### src/rtl/core/ycrc_pkg.sv
// ycrc_pkg: shared types and constants for the YUV colour range classifier.
// No dependencies; imported by every module of the core.
package ycrc_pkg;

  localparam int SAMPLE_W  = 8;
  localparam int MASK_W    = 8;
  localparam int REG_COUNT = 8;
  localparam int CFG_IDX_W = $clog2(REG_COUNT);
  localparam int RANGE_W   = 6 * SAMPLE_W;
  localparam int PAIR_W    = SAMPLE_W + 1;
  localparam int SUM_W     = SAMPLE_W + 2;

  // Byte order of one colour register, y_lo in the lowest byte
  typedef struct packed {
    logic [SAMPLE_W-1:0] v_hi;
    logic [SAMPLE_W-1:0] v_lo;
    logic [SAMPLE_W-1:0] u_hi;
    logic [SAMPLE_W-1:0] u_lo;
    logic [SAMPLE_W-1:0] y_hi;
    logic [SAMPLE_W-1:0] y_lo;
  } range_t;

  // Partial luma sums after the first stage
  typedef struct packed {
    logic [PAIR_W-1:0]   sum_top;
    logic [PAIR_W-1:0]   sum_bot;
    logic [SAMPLE_W-1:0] u;
    logic [SAMPLE_W-1:0] v;
  } luma_part_t;

  // One averaged site
  typedef struct packed {
    logic [SAMPLE_W-1:0] y;
    logic [SAMPLE_W-1:0] u;
    logic [SAMPLE_W-1:0] v;
  } site_t;

  // Half-open range test; lo > hi wraps past the top, lo == hi is empty
  function automatic logic in_range(input logic [SAMPLE_W-1:0] x,
                                    input logic [SAMPLE_W-1:0] lo,
                                    input logic [SAMPLE_W-1:0] hi);
    logic ge_lo;
    logic lt_hi;
    ge_lo = (x >= lo);
    lt_hi = (x < hi);
    if (lo < hi) begin
      in_range = ge_lo && lt_hi;
    end else if (lo > hi) begin
      in_range = ge_lo || lt_hi;
    end else begin
      in_range = 1'b0;
    end
  endfunction

endpackage

### src/rtl/core/ycrc_if.sv
// ycrc_in_if / ycrc_out_if: valid/ready channels of the classifier core.
// No dependencies.
interface ycrc_in_if;
  logic       valid;
  logic       ready;
  logic [7:0] luma_top_left;
  logic [7:0] luma_top_right;
  logic [7:0] luma_bottom_left;
  logic [7:0] luma_bottom_right;
  logic [7:0] chroma_u;
  logic [7:0] chroma_v;

  modport source (
    output valid, luma_top_left, luma_top_right, luma_bottom_left,
           luma_bottom_right, chroma_u, chroma_v,
    input  ready
  );
  modport sink (
    input  valid, luma_top_left, luma_top_right, luma_bottom_left,
           luma_bottom_right, chroma_u, chroma_v,
    output ready
  );
endinterface

interface ycrc_out_if;
  logic       valid;
  logic       ready;
  logic [7:0] color_mask;

  modport source (output valid, color_mask, input ready);
  modport sink (input valid, color_mask, output ready);
endinterface

### src/rtl/core/ycrc_cfg_regs.sv
// ycrc_cfg_regs: colour range register file, written through the cfg port.
// Depends on ycrc_pkg.
module ycrc_cfg_regs
  import ycrc_pkg::*;
#(
  parameter int NUM_COLORS = 8
) (
  input  logic                         clk,
  input  logic                         rst_n,
  input  logic                         cfg_we,
  input  logic [CFG_IDX_W-1:0]         cfg_index,
  input  logic [RANGE_W-1:0]           cfg_wdata,
  output range_t [NUM_COLORS-1:0]      ranges
);

  range_t [NUM_COLORS-1:0] range_r;

  // Writes to colours beyond NUM_COLORS have no effect on the mask
  for (genvar k = 0; k < NUM_COLORS; k++) begin : g_reg
    always_ff @(posedge clk) begin
      if (!rst_n) begin
        range_r[k] <= '0;
      end else if (cfg_we && (cfg_index == CFG_IDX_W'(k))) begin
        range_r[k] <= range_t'(cfg_wdata);
      end
    end
  end

  assign ranges = range_r;

endmodule

### src/rtl/core/ycrc_luma_avg.sv
// ycrc_luma_avg: two-stage 2x2 luma averaging with chroma carried alongside.
// Depends on ycrc_pkg and ycrc_in_if.
module ycrc_luma_avg
  import ycrc_pkg::*;
(
  input  logic   clk,
  input  logic   rst_n,
  ycrc_in_if.sink in_chan,
  output logic   site_valid,
  input  logic   site_ready,
  output site_t  site
);

  logic       s1_valid_r, s1_valid_nxt;
  luma_part_t s1_data_r;
  logic       s1_ready;
  logic       s2_valid_r, s2_valid_nxt;
  site_t      s2_data_r;
  logic       s2_ready;
  logic [SUM_W-1:0] sum_full;

  // Each stage takes a new request when empty or when it drains this cycle
  assign s2_ready      = !s2_valid_r || site_ready;
  assign s1_ready      = !s1_valid_r || s2_ready;
  assign in_chan.ready = s1_ready;

  assign s1_valid_nxt = s1_ready ? in_chan.valid : s1_valid_r;
  assign s2_valid_nxt = s2_ready ? s1_valid_r : s2_valid_r;

  assign sum_full = SUM_W'(s1_data_r.sum_top) + SUM_W'(s1_data_r.sum_bot);

  always_ff @(posedge clk) begin
    if (!rst_n) begin
      s1_valid_r <= 1'b0;
      s2_valid_r <= 1'b0;
    end else begin
      s1_valid_r <= s1_valid_nxt;
      s2_valid_r <= s2_valid_nxt;
    end
  end

  always_ff @(posedge clk) begin
    if (s1_ready && in_chan.valid) begin
      s1_data_r.sum_top <= PAIR_W'(in_chan.luma_top_left) + PAIR_W'(in_chan.luma_top_right);
      s1_data_r.sum_bot <= PAIR_W'(in_chan.luma_bottom_left)
                         + PAIR_W'(in_chan.luma_bottom_right);
      s1_data_r.u       <= in_chan.chroma_u;
      s1_data_r.v       <= in_chan.chroma_v;
    end
    if (s2_ready && s1_valid_r) begin
      s2_data_r.y <= sum_full[SUM_W-1:2];  // truncating divide by four
      s2_data_r.u <= s1_data_r.u;
      s2_data_r.v <= s1_data_r.v;
    end
  end

  assign site_valid = s2_valid_r;
  assign site       = s2_data_r;

endmodule

### src/rtl/core/ycrc_range_match.sv
// ycrc_range_match: per-colour range compares, then mask reduction and output register.
// Depends on ycrc_pkg and ycrc_out_if.
module ycrc_range_match
  import ycrc_pkg::*;
#(
  parameter int NUM_COLORS = 8
) (
  input  logic                    clk,
  input  logic                    rst_n,
  input  logic                    site_valid,
  output logic                    site_ready,
  input  site_t                   site,
  input  range_t [NUM_COLORS-1:0] ranges,
  ycrc_out_if.source              out_chan
);

  logic                       s3_valid_r, s3_valid_nxt;
  logic [NUM_COLORS-1:0][2:0] s3_hit_r, s3_hit_nxt;
  logic                       s3_ready;
  logic                       s4_valid_r, s4_valid_nxt;
  logic [MASK_W-1:0]          s4_mask_r, s4_mask_nxt;
  logic                       s4_ready;

  assign s4_ready   = !s4_valid_r || out_chan.ready;
  assign s3_ready   = !s3_valid_r || s4_ready;
  assign site_ready = s3_ready;

  assign s3_valid_nxt = s3_ready ? site_valid : s3_valid_r;
  assign s4_valid_nxt = s4_ready ? s3_valid_r : s4_valid_r;

  always_comb begin
    for (int k = 0; k < NUM_COLORS; k++) begin
      s3_hit_nxt[k][0] = in_range(site.y, ranges[k].y_lo, ranges[k].y_hi);
      s3_hit_nxt[k][1] = in_range(site.u, ranges[k].u_lo, ranges[k].u_hi);
      s3_hit_nxt[k][2] = in_range(site.v, ranges[k].v_lo, ranges[k].v_hi);
    end
  end

  // Bits at NUM_COLORS and above stay clear
  always_comb begin
    s4_mask_nxt = '0;
    for (int k = 0; k < NUM_COLORS; k++) begin
      s4_mask_nxt[k] = &s3_hit_r[k];
    end
  end

  always_ff @(posedge clk) begin
    if (!rst_n) begin
      s3_valid_r <= 1'b0;
      s4_valid_r <= 1'b0;
    end else begin
      s3_valid_r <= s3_valid_nxt;
      s4_valid_r <= s4_valid_nxt;
    end
  end

  always_ff @(posedge clk) begin
    if (s3_ready && site_valid) begin
      s3_hit_r <= s3_hit_nxt;
    end
    if (s4_ready && s3_valid_r) begin
      s4_mask_r <= s4_mask_nxt;
    end
  end

  assign out_chan.valid      = s4_valid_r;
  assign out_chan.color_mask = s4_mask_r;

endmodule

### src/rtl/core/yuv_color_range_classifier_core.sv
// yuv_color_range_classifier_core: top level of the 4:2:0 colour range classifier.
// Stages from request accept to result valid: pair sum, average, range compares,
// mask AND/output register. Throughput: one request per cycle while the sink is
// ready; each stage has its own valid bit and drains independently under stall.
// Reset (rst_n, synchronous, active low) empties the pipe and sets every colour
// range to empty, so the mask reads zero until ranges are written.
module yuv_color_range_classifier_core
  import ycrc_pkg::*;
#(
  parameter int NUM_COLORS = 8
) (
  input  logic                 clk,
  input  logic                 rst_n,
  ycrc_in_if.sink              in_chan,
  ycrc_out_if.source           out_chan,
  input  logic                 cfg_we,
  input  logic [CFG_IDX_W-1:0] cfg_index,
  input  logic [RANGE_W-1:0]   cfg_wdata
);

  // Colour ranges, kept static by the user while requests are in flight; unchecked
  range_t [NUM_COLORS-1:0] ranges;

  // Averaged site between the two halves of the pipe
  logic  site_valid;
  logic  site_ready;
  site_t site;

  ycrc_cfg_regs #(
    .NUM_COLORS (NUM_COLORS)
  ) u_cfg_regs (
    .clk       (clk),
    .rst_n     (rst_n),
    .cfg_we    (cfg_we),
    .cfg_index (cfg_index),
    .cfg_wdata (cfg_wdata),
    .ranges    (ranges)
  );

  // Stages 1-2: luma pair sums, then sum of four shifted right by two
  ycrc_luma_avg u_luma_avg (
    .clk        (clk),
    .rst_n      (rst_n),
    .in_chan    (in_chan),
    .site_valid (site_valid),
    .site_ready (site_ready),
    .site       (site)
  );

  // Stages 3-4: 3 x NUM_COLORS half-open compares, then AND per colour
  ycrc_range_match #(
    .NUM_COLORS (NUM_COLORS)
  ) u_range_match (
    .clk        (clk),
    .rst_n      (rst_n),
    .site_valid (site_valid),
    .site_ready (site_ready),
    .site       (site),
    .ranges     (ranges),
    .out_chan   (out_chan)
  );

  // Mask bits of unused colours never set
  assert property (@(posedge clk) disable iff (!rst_n)
    out_chan.valid |-> ((out_chan.color_mask >> NUM_COLORS) == '0))
    else $error("mask bit set above NUM_COLORS");

  // A free-running sink means the whole pipe flows, so input is ready
  assert property (@(posedge clk) disable iff (!rst_n)
    out_chan.ready |-> in_chan.ready)
    else $error("input stalled while output sink ready");

  // With the sink ready throughout, an accepted request reaches the output
  assert property (@(posedge clk) disable iff (!rst_n)
    (in_chan.valid && in_chan.ready) ##1 out_chan.ready ##1 out_chan.ready
      ##1 out_chan.ready |=> out_chan.valid)
    else $error("request lost in pipe");

endmodule

### src/flat_wrapper.sv
// flat-port wrapper written by rule: the top's interface ports become plain ports
module yuv_color_range_classifier_core_flat import ycrc_pkg::*;
#(
  parameter int NUM_COLORS = 8
)
  (clk, rst_n, cfg_we, cfg_index, cfg_wdata, in_chan_valid, in_chan_luma_top_left, in_chan_luma_top_right, in_chan_luma_bottom_left, in_chan_luma_bottom_right, in_chan_chroma_u, in_chan_chroma_v, in_chan_ready, out_chan_valid, out_chan_color_mask, out_chan_ready);
  ycrc_in_if in_chan_i ();
  ycrc_out_if out_chan_i ();
  input  logic clk;
  input  logic rst_n;
  input  logic cfg_we;
  input  logic [CFG_IDX_W-1:0] cfg_index;
  input  logic [RANGE_W-1:0] cfg_wdata;
  input wire logic [$bits(in_chan_i.valid)-1:0] in_chan_valid;
  input wire logic [$bits(in_chan_i.luma_top_left)-1:0] in_chan_luma_top_left;
  input wire logic [$bits(in_chan_i.luma_top_right)-1:0] in_chan_luma_top_right;
  input wire logic [$bits(in_chan_i.luma_bottom_left)-1:0] in_chan_luma_bottom_left;
  input wire logic [$bits(in_chan_i.luma_bottom_right)-1:0] in_chan_luma_bottom_right;
  input wire logic [$bits(in_chan_i.chroma_u)-1:0] in_chan_chroma_u;
  input wire logic [$bits(in_chan_i.chroma_v)-1:0] in_chan_chroma_v;
  output wire logic [$bits(in_chan_i.ready)-1:0] in_chan_ready;
  output wire logic [$bits(out_chan_i.valid)-1:0] out_chan_valid;
  output wire logic [$bits(out_chan_i.color_mask)-1:0] out_chan_color_mask;
  input wire logic [$bits(out_chan_i.ready)-1:0] out_chan_ready;
  assign in_chan_i.valid = in_chan_valid;
  assign in_chan_i.luma_top_left = in_chan_luma_top_left;
  assign in_chan_i.luma_top_right = in_chan_luma_top_right;
  assign in_chan_i.luma_bottom_left = in_chan_luma_bottom_left;
  assign in_chan_i.luma_bottom_right = in_chan_luma_bottom_right;
  assign in_chan_i.chroma_u = in_chan_chroma_u;
  assign in_chan_i.chroma_v = in_chan_chroma_v;
  assign in_chan_ready = in_chan_i.ready;
  assign out_chan_valid = out_chan_i.valid;
  assign out_chan_color_mask = out_chan_i.color_mask;
  assign out_chan_i.ready = out_chan_ready;
  yuv_color_range_classifier_core #(.NUM_COLORS(NUM_COLORS)) u_core (.clk(clk), .rst_n(rst_n), .in_chan(in_chan_i), .out_chan(out_chan_i), .cfg_we(cfg_we), .cfg_index(cfg_index), .cfg_wdata(cfg_wdata));
endmodule
### config.mk
export PLATFORM = sky130hd
export DESIGN_NAME = yuv_color_range_classifier_core_flat
export DESIGN_NICKNAME = d
export VERILOG_FILES = /design/src/rtl/core/ycrc_pkg.sv /design/src/rtl/core/ycrc_if.sv /design/src/rtl/core/ycrc_cfg_regs.sv /design/src/rtl/core/ycrc_luma_avg.sv /design/src/rtl/core/ycrc_range_match.sv /design/src/rtl/core/yuv_color_range_classifier_core.sv /design/src/flat_wrapper.sv
export SDC_FILE = /design/constraint.sdc
export NUM_CORES = 1
export LEC_CHECK = 0
export ABC_AREA = 1
export BUFFER_PORTS_ARGS = -buffer_cell sky130_fd_sc_hd__clkbuf_2
export CORE_MARGIN = 3
export CORE_UTILIZATION = 60
export DETAILED_ROUTE_END_ITERATION = 10
export HOLD_SLACK_MARGIN = 0.06
export PLACE_DENSITY_LB_ADDON = 0.12
export RECOVER_POWER = 25
export SETUP_SLACK_MARGIN = 0.3
export SLEW_MARGIN = 20
export SYNTH_ARGS = -nofsm -noshare
export SYNTH_HDL_FRONTEND = slang
export SYNTH_SLANG_ARGS = --single-unit
### constraint.sdc
create_clock -name clk -period 6.2 [get_ports clk]
set_input_delay 0.93 -clock clk [delete_from_list [all_inputs] [get_ports clk]]
set_output_delay 0.93 -clock clk [all_outputs]
set_load 0.005 [all_outputs]
Word-level counts from Yosys, hierarchy flattened. Cells that the tools add are included.

Output and inout port bits: 10. Input port bits: 104. Logic and storage cells: 299. Flip-flop bits (word level): 478.

Add/subtract/negate cells: 3. Reductions and logical operators: 77. Equality and inequality tests: 7. Order comparisons: 96. Mux-type cells: 48.

Operators with widths (count): < comparator 8 bit (48); >= comparator 8 bit (24); greater-than comparator 8 bit (24); two-way mux 1 bit (48); logical AND 1 bit (36); logical OR 1 bit (28); AND reduction 3 bit (8); adder 8 x 8 -> 9 bit (2); == test 3 bit (second input constant) (4); adder 9 x 9 -> 10 bit (1); == test 3 x 2 -> 1 bit (second input constant) (2); logical NOT 1 bit (4); == test 3 x 1 -> 1 bit (second input constant) (1); logical NOT 3 bit (1).

Longest topological paths before layout.
Depth after elaboration: 6. Gate-level depth with buffers: 11. Gate-level depth less buffers: 11.

Cells and area by module. Synthesis repeated with hierarchy kept, for this count alone.

Cell total of the unflattened synthesis: 4977. Area total of the unflattened synthesis: 33806.2 um2.

Modules (own cells, without submodules): ycrc_range_match (cells each 2581, area an instance 16101.7 um2, times used 1, sequential area each 1001.0 um2); ycrc_cfg_regs (cells each 2151, area an instance 14839.2 um2, times used 1, sequential area each 7687.4 um2); ycrc_luma_avg (cells each 245, area an instance 2865.2 um2, times used 1, sequential area each 1781.7 um2).

Worst setup path after synthesis. No wires, ideal clock.

Kind: input -> register. From: in out_chan_ready. To: reg u_core.u_luma_avg.s1_data_r[0] (netlist name), enable pin. Buffers on the path: 0. Data required time: 5.763 ns. Cell stages on the path: 4. Setup time: 0.437 ns. Slack: 2.957 ns. Data arrival time: 2.806 ns. Cell sequence: nor2_1 > nand2_1 > nor2_1 > a21oi_1.

Cells in the longest elaborated chain, start to end: 5.

RTL lines: start: declaration (line flat_wrapper.sv:24) `input wire logic [$bits(out_chan_i.ready)-1:0] out_chan_ready;`; logical OR 1 bit (line ycrc_range_match.sv:24) `assign s4_ready = !s4_valid_r || out_chan.ready;`; logical OR 1 bit (line ycrc_range_match.sv:25) `assign s3_ready = !s3_valid_r || s4_ready;`; logical OR 1 bit (line ycrc_luma_avg.sv:23) `assign s2_ready = !s2_valid_r || site_ready;`; logical OR 1 bit (line ycrc_luma_avg.sv:24) `assign s1_ready = !s1_valid_r || s2_ready;`; logical AND 1 bit (line ycrc_luma_avg.sv:43) `if (s1_ready && in_chan.valid) begin`; end: declaration (line ycrc_luma_avg.sv:15) `luma_part_t s1_data_r;`.

No other way between the ends. A chain may end at the register's enable or synchronous reset.

Worst setup path after layout.
From: in out_chan_ready. To: out in_chan_ready.

Cells in the longest elaborated chain, start to end: 4.

RTL lines: logical OR 1 bit (line ycrc_range_match.sv:24); logical OR 1 bit (line ycrc_range_match.sv:25); logical OR 1 bit (line ycrc_luma_avg.sv:23); logical OR 1 bit (line ycrc_luma_avg.sv:24); end: declaration (line flat_wrapper.sv:21) `output wire logic [$bits(in_chan_i.ready)-1:0] in_chan_ready;`.

No other way between the ends.

==> impl_metrics.yaml <==
critical_path:
  r2r_cells: 10
  end_kind: "output pin"
  critPathRequiredTime_ps: 5270
  crit_start: "out_chan_ready"
  ff2ff_setup_slack_ps: 3630
  arrival_ps: 1700
  path_class: "input port to output pin"
  cp_max_fo: 3
  reg2reg_to: "u_core.u_range_match.s3_hit_r[7]$_DFFE_PP_"
  cp-start-kind: "input port"
  worstReg2RegStart: "u_core.u_luma_avg.site[8]$_DFFE_PP_"
  crit_end: "in_chan_ready"
die:
  fp.dieW_um: 236
  initial_core_util_pct: 61.2
  ioPinCount: 114
  rows: 83
  die-area_mm2: 0.0556
  die_h_um: 236
  core_area_mm2: 0.0518
global_route:
  antenna_found_initial: 5
  grt_max_degree: 236
  grt_use_total_pct: 28.1
  grt_pass1_vias: 23900
  grt-ovfl-total: 0
  grt_pass1_wl_mm: 125
clock_network:
  cts_max_level: 2
  cts.sinks: 478
  cts_hold_buf: 0
  cts-root-buf: "clkbuf_16"
  cts_setup_buffers: 0
  cts_resized: 0
  clkTransAtPathRegs_ps: 60
  worstSkewPairLatency_ps: 620
  clk_path_buf_depth: 3
  numCtsBuffers: 53
  cts_tree: "yes"
pwr:
  p_leak_nw: 16.4
  combPwrFrac_pct: 18.7
  clkPwrFrac_pct: 38.6
  p_sw_mw: 2.39
  ir_worst_vdd_uv: 223
  swShare_pct: 29.5
  p_int_mw: 5.72
  power_mw: 8.12
  pwr_density_cell_mw_per_mm2: 239
  power_frac_seq_pct: 42.7
yosys:
  synth_edf_count: 90
  netlist_instances: 4198
  synth_warnings: 0
  syn-cell-area_mm2: 0.0317
  yosysTopAreaCellShare_pct: 24.5
  syn_nets: 4880
  ys_dominant_reg_cell: "dfxtp_1"
  async_flop_share_pct: 0
  synth_seq_cells: 478
  netlist_top_cells_area: "dfxtp_1 25%, ha_1 23%, nand2_1 10%"
  yosys-top-cells-count: "864 x nand2_1, 696 x inv_1, 618 x a21oi_1"
  seq_area_frac_synth_pct: 33.0
  ys_types: 34
  synth_most_common_cell: "nand2_1"
  yosys.area.top_type: "dfxtp_1"
  syn_area_per_cell_um2: 7.55
timing:
  finalHoldViolations: 0
  rsz0062_at_grt: "no"
  period_minus_slack_ps: 2630
  finClkSkew_ps: 29.3
  setup_ws_ps: 3570
  setup-tns-final_ps: 0
  fin_crit_sh_pct: 42.4
  setup_viol: 0
  fmax_mhz: 381
  drv_slew: 50
  holdWs_ps: 418
  slew_headroom_pct: -34.4
  tightest_slew_ps: 2020
layout:
  fillers: 4650
  stdcell_count: 4977
  postLayoutCoreUtil_pct: 65.7
  seqCellArea_mm2: 0.0105
  nNetsFinal: 4935
  design_area_mm2: 0.0340
  syn_to_final_growth_pct: 7.36
  multiInputGateArea_mm2: 0.0177
  drive_above_1_share_pct: 5.00
placement:
  place_area_mm2: 0.0324
  dp_hpwl_mm: 53.3
  post-place-ws_ps: 3390
  gp_congestion: 0.856
  port-buffer-count: 113
  place_inst: 4878
drt:
  drc: 0
  antenna_left: 0
  drt_wl_total_mm: 80.0
  dr_total_vias: 26400
  drtIter0Drc: 1546
  firstDrtPassIters: 6
  wl_per_cell_um: 16.1
  routed_via_density: 5.31
worst_hold_path:
  worstHoldPathType: "flop to flop"
job:
  max_cap_viol_count: 2
run_status:
  outcome: "finished with violations"
  violations: "capacitance limit, slew limit"
## flip-flops by register name, indices dropped and copies added, names as in the netlist
name and cells:
u_core.u_range_match.out_chan.color_mask 8, u_core.u_range_match.s3_valid_r 1, u_core.u_range_match.s3_hit_r 24, u_core.u_luma_avg.site 24
u_core.u_luma_avg.s1_data_r 34, u_core.u_luma_avg.site_valid 1, u_core.u_range_match.out_chan.valid 1, u_core.u_luma_avg.s1_valid_r 1
u_core.u_cfg_regs.ranges 384
## how the worst min path moves through the flow
stage / endpoint / start / cells past startpoint
4_1_cts: u_core.u_luma_avg.site[13]$_DFFE_PP_ / u_core.u_luma_avg.s1_data_r[13]$_DFFE_PP_ / 0
3_5_place_dp: u_core.u_luma_avg.site[13]$_DFFE_PP_ / u_core.u_luma_avg.s1_data_r[13]$_DFFE_PP_ / 0
3_3_place_gp: u_core.u_luma_avg.site[10]$_DFFE_PP_ / u_core.u_luma_avg.s1_data_r[10]$_DFFE_PP_ / 0
5_1_grt: u_core.u_luma_avg.site[14]$_DFFE_PP_ / u_core.u_luma_avg.s1_data_r[14]$_DFFE_PP_ / 0
2_1_floorplan: u_core.u_luma_avg.site[0]$_DFFE_PP_ / u_core.u_luma_avg.s1_data_r[0]$_DFFE_PP_ / 0
6_report: u_core.u_luma_avg.site[15]$_DFFE_PP_ / u_core.u_luma_avg.s1_data_r[15]$_DFFE_PP_ / 0
## per-layer routing
| metal | global-route usage (%) | vias up | share of wire, % |
|---|---|---|---|
| met1 | 37.3 | 11900 | 46 |
| met4 | 7.98 | 6 | 2.7 |
| met3 | 4.99 | 133 | 5.8 |
| li1 | - | 13900 | - |
| met5 | 0 | - | 0.047 |
| met2 | 46.8 | 503 | 45 |
## cells in the final DEF, fill, tap and decap left out, types with 9 or more instances in the layout
master     count
clkinv_2      11
nor2_1       235
clkbuf_16     54
buf_4          9
a21oi_1      618
dfxtp_1      388
nand2b_1      26
ha_1         576
xor2_1        11
edfxtp_1      90
o21bai_1      25
inv_1        701
o21ai_1       51
clkbuf_1      22
o21ai_0      334
a21o_1        24
nand2_1      864
nand3_1       87
clkbuf_2     110
## power groups by stage
stage,Sequential (mW),Clock (mW),Combinational [mW]
after floorplan,3.47,0,1.15
after global placement,3.52,0,1.47
after detailed placement,3.52,0,1.51
after CTS,3.46,3.18,1.52
after global routing,3.47,3.31,1.78
final,3.46,3.13,1.52
## area by class of cell
cell class | instances | area share, %
multi-input cells | 2884 | 51.9
well taps | 680 | 2.50
diodes | 1 | 0.00735
clock buffers | 79 | 4.46
flip-flops and latches | 478 | 30.8
repair buffers | 126 | 1.97
clock inverters | 19 | 0.522
inverters | 710 | 7.83
## critical path: stages
cell and delay (ps):
clkbuf_2 80, nor2_1 160, nand2_1 120, nor2_1 190, nand2_1 100, clkbuf_2 120
## cell families after synthesis
family                   count (synthesis)  share of synthesized area, %
adder cells (fa/ha/maj)                578                          22.9
flip-flops                             478                          33.0
buffers and inverters                  836                          11.2
XOR/XNOR                                13                         0.359
AO/OA/AOI/OAI                         1056                          17.1
AND/OR/NAND/NOR                       1237                          15.5
Power figures use the tool's default switching activity.
